### src/sv/tbthc_pkg.sv
// Shared types and constants for the two-button tap/hold classifier.
package tbthc_pkg;

    localparam int unsigned TIME_W = 32;
    localparam int unsigned LIMIT_W = 16;
    localparam int unsigned CODE_W = 8;
    localparam int unsigned IN_DATA_W = 56;
    localparam int unsigned OUT_DATA_W = 8;
    localparam int unsigned CFG_INDEX_W = 2;
    localparam int unsigned NUM_KEYS = 5;

    // Register indexes on the configuration port
    localparam logic [CFG_INDEX_W-1:0] REG_DEBOUNCE = 2'd0;
    localparam logic [CFG_INDEX_W-1:0] REG_HOLD = 2'd1;
    localparam logic [CFG_INDEX_W-1:0] REG_VERY_LONG = 2'd2;

    localparam logic [LIMIT_W-1:0] DEBOUNCE_RESET = 16'd25;
    localparam logic [LIMIT_W-1:0] HOLD_RESET = 16'd500;
    localparam logic [LIMIT_W-1:0] VERY_LONG_RESET = 16'd3000;

    localparam logic [CODE_W-1:0] GEST_NONE = 8'h00;
    localparam logic [CODE_W-1:0] GEST_UP = 8'h01;
    localparam logic [CODE_W-1:0] GEST_DOWN = 8'h02;
    localparam logic [CODE_W-1:0] GEST_RIGHT = 8'h04;
    localparam logic [CODE_W-1:0] GEST_TAP = 8'h05;

    // Button slots
    localparam int unsigned BTN_TOP = 0;
    localparam int unsigned BTN_BOTTOM = 1;

    typedef struct packed {
        logic [CODE_W-1:0] finger_count;
        logic [CODE_W-1:0] gesture_code;
        logic              touch_ok;
        logic              bottom_level;
        logic              top_level;
        logic [TIME_W-1:0] now_ms;
    } poll_t;

    typedef struct packed {
        logic any_change;
        logic power_off;
        logic key_back;
        logic key_select;
        logic key_down;
        logic key_up;
    } keys_t;

endpackage

### src/sv/two_button_tap_hold_classifier.sv
// Top level of the two-button tap/hold key classifier.
// One result per poll. A poll is taken into an input register, classified by a
// 32-bit wrap-around subtract, a debounce and a hold compare per button, a very-long
// compare on the bottom button and the gesture decode, and the key flags land in an
// output register; a new poll is accepted every cycle while the output side keeps
// taking results. The limits are written through cfg_we/cfg_index/cfg_data; the user
// must write them only while no poll is in flight, as the block does not enforce it;
// writes to an index beyond the three limits are ignored.
module two_button_tap_hold_classifier
(
    input  logic                                   clk,
    input  logic                                   rst_n,
    input  logic                                   cfg_we,
    input  logic [tbthc_pkg::CFG_INDEX_W-1:0]      cfg_index,
    input  logic [tbthc_pkg::LIMIT_W-1:0]          cfg_data,
    input  logic                                   s_axis_tvalid,
    output logic                                   s_axis_tready,
    // [31:0] now_ms, [32] top_level, [33] bottom_level,
    // [41:34] gesture_code, [49:42] finger_count, [55:50] zero
    input  logic [tbthc_pkg::IN_DATA_W-1:0]        s_axis_tdata,
    // [0] touch_ok
    input  logic                                   s_axis_tuser,
    output logic                                   m_axis_tvalid,
    input  logic                                   m_axis_tready,
    // [0] key_up, [1] key_down, [2] key_select, [3] key_back,
    // [4] power_off, [5] any_change, [7:6] zero
    output logic [tbthc_pkg::OUT_DATA_W-1:0]       m_axis_tdata
);
    import tbthc_pkg::*;

    logic [LIMIT_W-1:0] debounce_reg;
    logic [LIMIT_W-1:0] hold_reg;
    logic [LIMIT_W-1:0] very_long_reg;

    logic               in_valid_reg;
    poll_t              in_item_reg;
    logic               out_valid_reg;
    keys_t              out_keys_reg;

    logic [1:0]         level_reg;
    logic [1:0]         level_next;
    logic [TIME_W-1:0]  press_time_reg [2];
    logic [TIME_W-1:0]  press_time_next [2];
    logic               latch_reg;
    logic               latch_next;

    logic               advance;
    logic               commit;
    logic [1:0]         cur_level;
    logic [1:0]         released;
    logic [TIME_W-1:0]  held [2];
    logic [1:0]         counts;
    logic [1:0]         is_hold;
    logic               is_very_long;
    logic               latch_cleared;
    logic               gest_take;
    keys_t              keys_next;

    assign advance = !out_valid_reg || m_axis_tready;
    assign s_axis_tready = !in_valid_reg || advance;
    assign commit = in_valid_reg && advance;

    always_ff @(posedge clk or negedge rst_n)
    begin
        if (!rst_n)
        begin
            debounce_reg <= DEBOUNCE_RESET;
            hold_reg <= HOLD_RESET;
            very_long_reg <= VERY_LONG_RESET;
        end
        else if (cfg_we)
        begin
            if (cfg_index == REG_DEBOUNCE)
            begin
                debounce_reg <= cfg_data;
            end
            if (cfg_index == REG_HOLD)
            begin
                hold_reg <= cfg_data;
            end
            if (cfg_index == REG_VERY_LONG)
            begin
                very_long_reg <= cfg_data;
            end
        end
    end

    assign cur_level[BTN_TOP] = in_item_reg.top_level;
    assign cur_level[BTN_BOTTOM] = in_item_reg.bottom_level;

    // Edge detect and hold measurement, one lane per button
    always_comb
    begin
        for (int b = 0; b < 2; b++)
        begin
            press_time_next[b] = press_time_reg[b];
            if (level_reg[b] && !cur_level[b])
            begin
                press_time_next[b] = in_item_reg.now_ms;
            end
            released[b] = !level_reg[b] && cur_level[b];
            held[b] = in_item_reg.now_ms - press_time_reg[b];
            counts[b] = released[b] && (held[b] > {{(TIME_W-LIMIT_W){1'b0}}, debounce_reg});
            is_hold[b] = held[b] >= {{(TIME_W-LIMIT_W){1'b0}}, hold_reg};
        end
        level_next = cur_level;
        is_very_long = held[BTN_BOTTOM] >= {{(TIME_W-LIMIT_W){1'b0}}, very_long_reg};
    end

    // Gesture latch and key merge
    always_comb
    begin
        latch_cleared = latch_reg;
        if (in_item_reg.touch_ok && in_item_reg.finger_count == '0
            && in_item_reg.gesture_code == GEST_NONE)
        begin
            latch_cleared = 1'b0;
        end
        gest_take = in_item_reg.touch_ok && in_item_reg.gesture_code != GEST_NONE
                    && !latch_cleared;
        latch_next = latch_cleared || gest_take;

        keys_next.key_up = (gest_take && in_item_reg.gesture_code == GEST_UP)
                           || (counts[BTN_TOP] && !is_hold[BTN_TOP]);
        keys_next.key_select = (gest_take && in_item_reg.gesture_code == GEST_TAP)
                               || (counts[BTN_TOP] && is_hold[BTN_TOP]);
        keys_next.key_down = (gest_take && in_item_reg.gesture_code == GEST_DOWN)
                             || (counts[BTN_BOTTOM] && !is_very_long && !is_hold[BTN_BOTTOM]);
        keys_next.key_back = (gest_take && in_item_reg.gesture_code == GEST_RIGHT)
                             || (counts[BTN_BOTTOM] && !is_very_long && is_hold[BTN_BOTTOM]);
        keys_next.power_off = counts[BTN_BOTTOM] && is_very_long;
        keys_next.any_change = keys_next.key_up || keys_next.key_down
                               || keys_next.key_select || keys_next.key_back
                               || keys_next.power_off;
    end

    always_ff @(posedge clk or negedge rst_n)
    begin
        if (!rst_n)
        begin
            in_valid_reg <= 1'b0;
            out_valid_reg <= 1'b0;
            level_reg <= 2'b11;
            press_time_reg[BTN_TOP] <= '0;
            press_time_reg[BTN_BOTTOM] <= '0;
            latch_reg <= 1'b0;
        end
        else
        begin
            if (s_axis_tready)
            begin
                in_valid_reg <= s_axis_tvalid;
            end
            if (advance)
            begin
                out_valid_reg <= in_valid_reg;
            end
            // Advance the button and gesture state only as a poll moves to the output
            if (commit)
            begin
                level_reg <= level_next;
                press_time_reg[BTN_TOP] <= press_time_next[BTN_TOP];
                press_time_reg[BTN_BOTTOM] <= press_time_next[BTN_BOTTOM];
                latch_reg <= latch_next;
            end
        end
    end

    always_ff @(posedge clk)
    begin
        if (s_axis_tvalid && s_axis_tready)
        begin
            in_item_reg.now_ms <= s_axis_tdata[31:0];
            in_item_reg.top_level <= s_axis_tdata[32];
            in_item_reg.bottom_level <= s_axis_tdata[33];
            in_item_reg.gesture_code <= s_axis_tdata[41:34];
            in_item_reg.finger_count <= s_axis_tdata[49:42];
            in_item_reg.touch_ok <= s_axis_tuser;
        end
        if (commit)
        begin
            out_keys_reg <= keys_next;
        end
    end

    assign m_axis_tvalid = out_valid_reg;
    assign m_axis_tdata = {{(OUT_DATA_W-$bits(keys_t)){1'b0}}, out_keys_reg};

endmodule

### config.mk
export PLATFORM = sky130hd
export DESIGN_NAME = two_button_tap_hold_classifier
export DESIGN_NICKNAME = d
export VERILOG_FILES = /design/src/sv/tbthc_pkg.sv /design/src/sv/two_button_tap_hold_classifier.sv
export SDC_FILE = /design/constraint.sdc
export NUM_CORES = 1
export LEC_CHECK = 0
export ABC_AREA = 1
export BUFFER_PORTS_ARGS = -buffer_cell sky130_fd_sc_hd__clkbuf_2
export CORE_ASPECT_RATIO = 0.75
export CORE_MARGIN = 10
export CORE_UTILIZATION = 25
export CTS_BUF_LIST = sky130_fd_sc_hd__clkbuf_8
export CTS_CLUSTER_SIZE = 14
export DETAILED_ROUTE_END_ITERATION = 6
export SLEW_MARGIN = 15
export SYNTH_ARGS = -nofsm -noshare
export SYNTH_HDL_FRONTEND = slang
export SYNTH_SLANG_ARGS = --single-unit
### constraint.sdc
create_clock -name clk -period 3.6 [get_ports clk]
set_clock_uncertainty 0.2 [all_clocks]
set_input_delay 0.9 -clock clk [delete_from_list [all_inputs] [get_ports clk]]
set_output_delay 0.9 -clock clk [all_outputs]
set_load 0.02 [all_outputs]
==> key figures, run 1 <==
Yosys
  • Yosys reg bits: 174
  • Sequential share of the synthesized area: 33.8%
  • Post-Syn Area: 13,800 µm²
  • Top cell type's share of synthesized area: 19.1%
  • Synth top area cells: nand2_1, dfrtp_1, ha_1, inv_1, edfxtp_1
  • Synth Area per Inst: 6.75 µm²
  • YS warnings: 0
  • Post-synth top area cell: nand2_1
  • Count of different cell masters after synthesis: 41
  • Post-Synthesis Cells: 2,046

Placed design
  • Routability cong.: 0.918
  • Port bufs: 81
  • Placement Cell Area: 16,300 µm²
  • DP Worst Slack: -190 ps
  • Post-DP HPWL: 33.8 mm

Timing
  • Worst-Margin Slew: 659 ps
  • Slew Limit Headroom: 56.1%
  • Hold Vio Cnt, Final: 0
  • RSZ-0062 raised after global routing: yes
  • Fin. max-slew vios: 0
  • Total negative slack: 0 ps
  • Final min period: 3560 ps
  • Period utilisation layout: 98.9%
  • Endpoints failing setup: 0
  • Fmax: 281 MHz
  • Final worst setup slack: 40.6 ps

Layout
  • Max FFs per register: 64
  • Fraction of layout cells with a size suffix above 1: 24.1%
  • Leading cell type in the layout, fill and taps excluded: nand2_1
  • Final Cell Area: 18,200 µm²
  • Most frequent cells in the layout: nand2_1, inv_1, buf_4
  • Layout Nets: 2,542
  • Synth-to-layout area growth: 31.7%

Setup path
  • Worst Path Arrival: 3650 ps
  • Worst R2R End: m_axis_tdata[5]
  • FF-to-FF Start: in_item_reg[10]
  • Critical Path RT: 3690 ps
  • Crit path max fanout: 4
  • CP Class: flip-flop to flip-flop
  • Critical Path Source: in_item_reg[10]
  • Nature of the critical path startpoint: flip-flop
  • R2R cell count: 21
  • Minimum setup slack among reg-to-reg paths: 40 ps
  • Crit path to: m_axis_tdata[5]
  • CP Capture Type: flip-flop

Die
  • CORE AREA: 54,500 µm²
  • Initial core utilization: 25.3%
  • Die width: 291 µm
  • Die Y: 224 µm
  • Die ar.: 65,100 µm²
  • # IOs: 90
  • Num rows: 74

CTS
  • Longest Clk Path Bufs: 2
  • Clock slew at reported path FFs: 100 ps
  • H-Tree Depth: 4
  • Hold-fix buffers, CTS: 0
  • CTS tree: done
  • CTS Buf Count: 17
  • Later-pin clock latency in the skew report: 540 ps
  • CTS sink cnt: 174
  • Root buf cell: clkbuf_8

Drt
  • Vias: 13,000
  • Post-DR wirelength/cell: 13.8 µm
  • Vias per cell: 4.26
  • Routed Antenna Nets: 0
  • WL met2: 16.9 mm
  • Met1 WL: 22.7 mm
  • Met3 wire len: 2.18 mm
  • DRT iter0 DRCs: 935
  • Top Layer Used: met4
  • Pre-antenna DRT Iters: 6
  • Residual DRC count: 0
  • Drt total wl: 42.2 mm

Global route
  • GRT Residual Overflow: 0
  • Largest net degree at the start of global routing: 65
  • Vias in the first global route: 12,000
  • Tot GR Track Use: 12.5%
  • Initial antenna violation count: 1
  • First-pass GRT wire length: 64.9 mm

Run status
  • Status: complete, no violations

Hold path
  • Hold Path Class: input port to async pin

Flow run
  • Max-cap violations: 0

Power and ir drop
  • Total power: 16.8 mW
  • Power Dens Cells: 923 nW/µm²
  • P_leak: 9.68 nW
  • Peak supply drop: 0.329 mV
## what timing repair did
item,4_1_cts,5_1_grt
setup endpoints to repair,6,6
setup buffers,3,29
gates cloned,0,0
pin swaps,17,100
gates resized for setup,51,201
## per-layer routing
| metal | track usage, % | vias to the layer above |
|---|---|---|
| met2 | 17.6 | 251 |
| met4 | 2.76 | 0 |
| met5 | 0 | - |
| li1 | - | 6835 |
| met3 | 2.23 | 25 |
| met1 | 19.3 | 5910 |
## power by group
part | internal, mW | total [mW] | switching (mW)
Combinational | 5.47 | 12.4 | 6.95
Sequential | 2.57 | 2.88 | 0.308
Clock | 0.641 | 1.49 | 0.850
## worst max-delay path: stages (launching register included)
cell and delay, ps:
edfxtp_1 490, ha_4 340, nand2_2 90, inv_2 100, nand2_4 60, nor3_2 190, nand2_1 100, nand2_2 80
xor2_1 150, buf_4 170, ha_4 200, a21o_1 190, a221oi_2 220, o21ai_1 100, a21oi_1 150, a31oi_2 80
inv_1 70, nand2_1 60, nand3_2 90, nand2_2 60, nor2_2 70, nand2_1 50
## through the flow
step / utilization, % / instances / hold slack (ps)
after floorplan: - / 2047 / 253
after global placement: 29.9 / 2992 / 266
after detailed placement: 29.9 / 2992 / 273
after CTS: 31.3 / 3025 / 90.1
after global routing: 33.4 / 3054 / 128
final: 33.4 / 3054 / 115
## layout make-up
class,instances,area (µm²)
Tap cell,722,903
Timing Repair Buffer,275,1960
Clock buffer,17,234
Clock inverter,15,176
Fill cell,5776,36300
Inverter,461,1730
Multi-Input combinational cell,1389,8520
Sequential cell,174,4660
Antenna cell,1,2.50
## cells in the mapped netlist, drive strengths merged
cell	instances
a211oi	5
a21boi	1
a21o	2
a21oi	57
a221oi	1
a2bb2oi	1
a31oi	2
and2	5
buf	2
clkbuf	21
clkinv	1
conb	1
dfrtp	99
dfstp	18
edfxtp	57
fa	2
ha	142
inv	460
nand2	716
nand3	85
nand3b	7
nand4	26
nor2	144
nor3	18
nor4	2
nor4b	1
o211ai	2
o21a	1
o21ai	128
o21bai	6
or2	2
or3	1
xnor2	1
xor2	29
## worst min-delay path by stage
| stage | cells past startpoint | slack (ps) | from | end |
|---|---|---|---|---|
| 3_3_place_gp | 2 | 270 | press_time_reg[48] | press_time_reg[48] |
| 5_1_grt | 1 | 130 | rst_n | debounce_reg[6] |
| 3_5_place_dp | 2 | 270 | press_time_reg[45] | press_time_reg[45] |
| 4_1_cts | 1 | 90 | rst_n | debounce_reg[6] |
| 2_1_floorplan | 2 | 250 | debounce_reg[10] | debounce_reg[10] |
| 6_report | 1 | 120 | rst_n | debounce_reg[5] |
## cell families after synthesis
logic type	share of synthesized area [%]
compound gates	7.85
flops	33.8
buf+inv	13.2
xor+xnor	1.90
simple gates	30.1
fa+ha+maj	13.2
other cells	0.0272
No activity file was read; power rests on OpenSTA's default activity.
==> run 2, diff against run 1 <==
--- a/config.mk
+++ b/config.mk
@@ -13,7 +13,7 @@
 export CTS_BUF_LIST = sky130_fd_sc_hd__clkbuf_8
 export CTS_CLUSTER_SIZE = 14
 export DETAILED_ROUTE_END_ITERATION = 6
-export SLEW_MARGIN = 15
+export MAX_ROUTING_LAYER = met4
 export SYNTH_ARGS = -nofsm -noshare
 export SYNTH_HDL_FRONTEND = slang
 export SYNTH_SLANG_ARGS = --single-unit
==> run 2 against run 1 <==
The run now ends with negative setup slack left; design area fell by 2.0%; global-route usage rose by 0.31 points; total power shrank 3.3%; critical path type unchanged.
==> key figures, run 2 (synthesis results as in run 1) <==
Flow run
  • Max-cap violations: 0 (unchanged)

Drt
  • Pre-antenna DRT Iters: 5 (-1)
  • Vias: 13,000 (-0.50%)
  • Vias per cell: 4.26 (about the same)
  • Routed Antenna Nets: 0 (unchanged)
  • Residual DRC count: 0 (unchanged)
  • DRT iter0 DRCs: 863 (-7.7%)
  • Drt total wl: 41.7 mm (-1.2%)
  • Post-DR wirelength/cell: 13.7 µm (-0.79%)

Global route
  • Initial antenna violation count: 1 (unchanged)
  • Busiest grt layer: met1
  • Met1 GRT Util: 19.5% (+0.17 points)
  • Vias in the first global route: 11,900 (-1.1%)
  • Met3 Usage GRT: 2.55% (+0.33 points)
  • M2 GR Usage: 17.0% (-0.54 points)
  • Tot GR Track Use: 12.8% (+0.31 points)
  • Largest net degree at the start of global routing: 65 (unchanged)
  • First-pass GRT wire length: 64.4 mm (-0.81%)
  • GRT Residual Overflow: 0 (unchanged)

CTS
  • Clock slew at reported path FFs: 100 ps (about the same)
  • Later-pin clock latency in the skew report: 540 ps (about the same)
  • Longest Clk Path Bufs: 2 (unchanged)
  • CTS Buf Count: 17 (unchanged)
  • CTS tree: done
  • Root buf cell: clkbuf_8
  • H-Tree Depth: 4 (unchanged)
  • CTS sink cnt: 174 (unchanged)

Timing
  • Final worst setup slack: -55.0 ps (-95.6 ps)
  • Period utilisation layout: 102% (+2.7 points)
  • Fmax: 274 MHz (-2.6%)
  • RSZ-0062 raised after global routing: yes
  • Slew Limit Headroom: 57.2% (+1.1 points)
  • Hold Vio Cnt, Final: 0 (unchanged)
  • Fin. max-slew vios: 0 (unchanged)
  • Endpoints failing setup: 2 (+2)
  • Final min period: 3660 ps (+95.6 ps)
  • Worst-Margin Slew: 636 ps (-22.6 ps)

Run status
  • Status: complete, but fails checks
  • Failing checks: negative setup slack

Placed design
  • Post-DP HPWL: 34.1 mm (+0.85%)
  • Routability cong.: 0.945 (+3.0%)
  • Port bufs: 81 (unchanged)
  • Placed cells: 2,992 (unchanged)

Layout
  • Layout Nets: 2,529 (-0.51%)
  • Max FFs per register: 64 (unchanged)
  • Most frequent cells in the layout: nand2_1, inv_1, buf_4
  • Leading cell type in the layout, fill and taps excluded: nand2_1
  • Synth-to-layout area growth: 29.1%
  • Multi-input gate area: 8300 µm² (-2.6%)
  • Fillers: 5,865 (+1.5%)
  • Fraction of layout cells with a size suffix above 1: 21.8% (-2.3 points)
  • Register area: 4660 µm² (unchanged)
  • Post-route insts no fill: 3,041 (-0.43%)

Setup path
  • Nature of the critical path startpoint: flip-flop
  • Crit path buf inv count: 6 (+3)
  • Minimum setup slack among reg-to-reg paths: -60 ps (-100 ps)
  • Top Family by Delay on Critical Path: simple AND/OR/NAND/NOR gates
  • Max stage delay cell, worst path: edfxtp_1
  • Critical Path RT: 3700 ps (about the same)
  • Crit path max fanout: 4 (unchanged)
  • Worst path max stage delay: 470 ps (-20 ps)
  • CP Class: flip-flop to flip-flop
  • Worst Path Arrival: 3750 ps (+100 ps)
  • Worst-path cell chain: ha_4 > nand2_1 > inv_1 > buf_4 > nand2_1 > nand2_1 > nor2_1 > nand2_1 > xor2_1 > buf_4 > ha_4 > nand2_1 > inv_1 > nand3_2 > buf_4 > nor3_2 > a31oi_2 > inv_1 > nand2_1 > nand3_2 > nand2_2 > nor2_2 > nand2_1
  • CP Capture Type: flip-flop
  • Crit-path most repeated cell: nand2_1

Power and ir drop
  • Peak supply drop: 0.339 mV (+3.1%)
  • Power Dens Cells: 910 nW/µm² (-1.4%)
  • P_leak: 9.58 nW (-1.1%)
  • Total power: 16.2 mW (-3.3%)

Die
  • CORE AREA: 54,500 µm² (unchanged)
  • Die Y: 224 µm (unchanged)
  • Num rows: 74 (unchanged)
  • Die ar.: 65,100 µm² (unchanged)
  • Die width: 291 µm (unchanged)
  • Initial core utilization: 25.3% (unchanged)
  • # IOs: 90 (unchanged)

Hold path
  • Hold Path Class: input port to async pin
-- run 2: changes by cell type in the layout (fill, tap and decap cells not counted), moves of 7 or more --
cell,delta
buf_6,-9
ha_1,+9
ha_4,-10
nand2_1,+25
nand2_2,-18
nand2_4,-7
-- run 2: cell type report --
class	instances	area share [%]
multi-input combinational	1389	46.5
sequential	174	26.1
timing repair buffer	262	10.2
inverter	461	9.72
tap	722	5.07
clock buffer	18	1.39
clock inverter	14	0.884
antenna	1	0.0140
-- run 2: timing repair --
| action | 4_1_cts | 5_1_grt |
|---|---|---|
| hold buffers | 0 | 0 |
| buffers inserted | 2 | 18 |
| pin swaps | 14 | 73 |
| setup endpoints to repair | 5 | 6 |
| resized for setup | 45 | 145 |
-- run 2: power by group --
part	switching [mW]	leakage (nW)	internal (mW)
sequential	0.308	1.97	2.57
combinational	6.76	7.40	5.14
clock	0.807	0.210	0.648
total	7.87	9.58	8.37
-- run 2: path summary, 6_finish.rpt --
check                                   startpoint            endpoint  depth (start not counted)
worst min-delay path                         rst_n    very_long_reg[0]                          1
max in group asynchronous                    rst_n  press_time_reg[20]                          2
worst max-delay path               in_item_reg[13]     m_axis_tdata[5]                         23
worst min register to register  press_time_reg[51]  press_time_reg[51]                          2
worst max register to register     in_item_reg[13]     m_axis_tdata[5]                         23
min in group clk                press_time_reg[51]  press_time_reg[51]                          2
-- run 2: routing by layer --
metal  part of all wire, %  vias up
met2                    40      250
met5                     0        -
met1                    54     5878
met4                  0.96        0
met3                   5.0       24
li1                      -     6804
-- run 2: stage by stage --
step / setup slack [ps] / setup TNS [ps] / hold WS, ps / utilization, % / cell area (µm²)
after floorplan: 324 / 0 / 253 / - / 13800
after CTS: 2.63 / 0 / 23.1 / 31.1 / 17000
after global routing: -253 / -622 / 49.6 / 32.7 / 17800
final: -55.0 / -92.4 / 57.6 / 32.7 / 17800
after global placement: -195 / -497 / 266 / 29.9 / 16300
after detailed placement: -235 / -668 / 273 / 29.9 / 16300
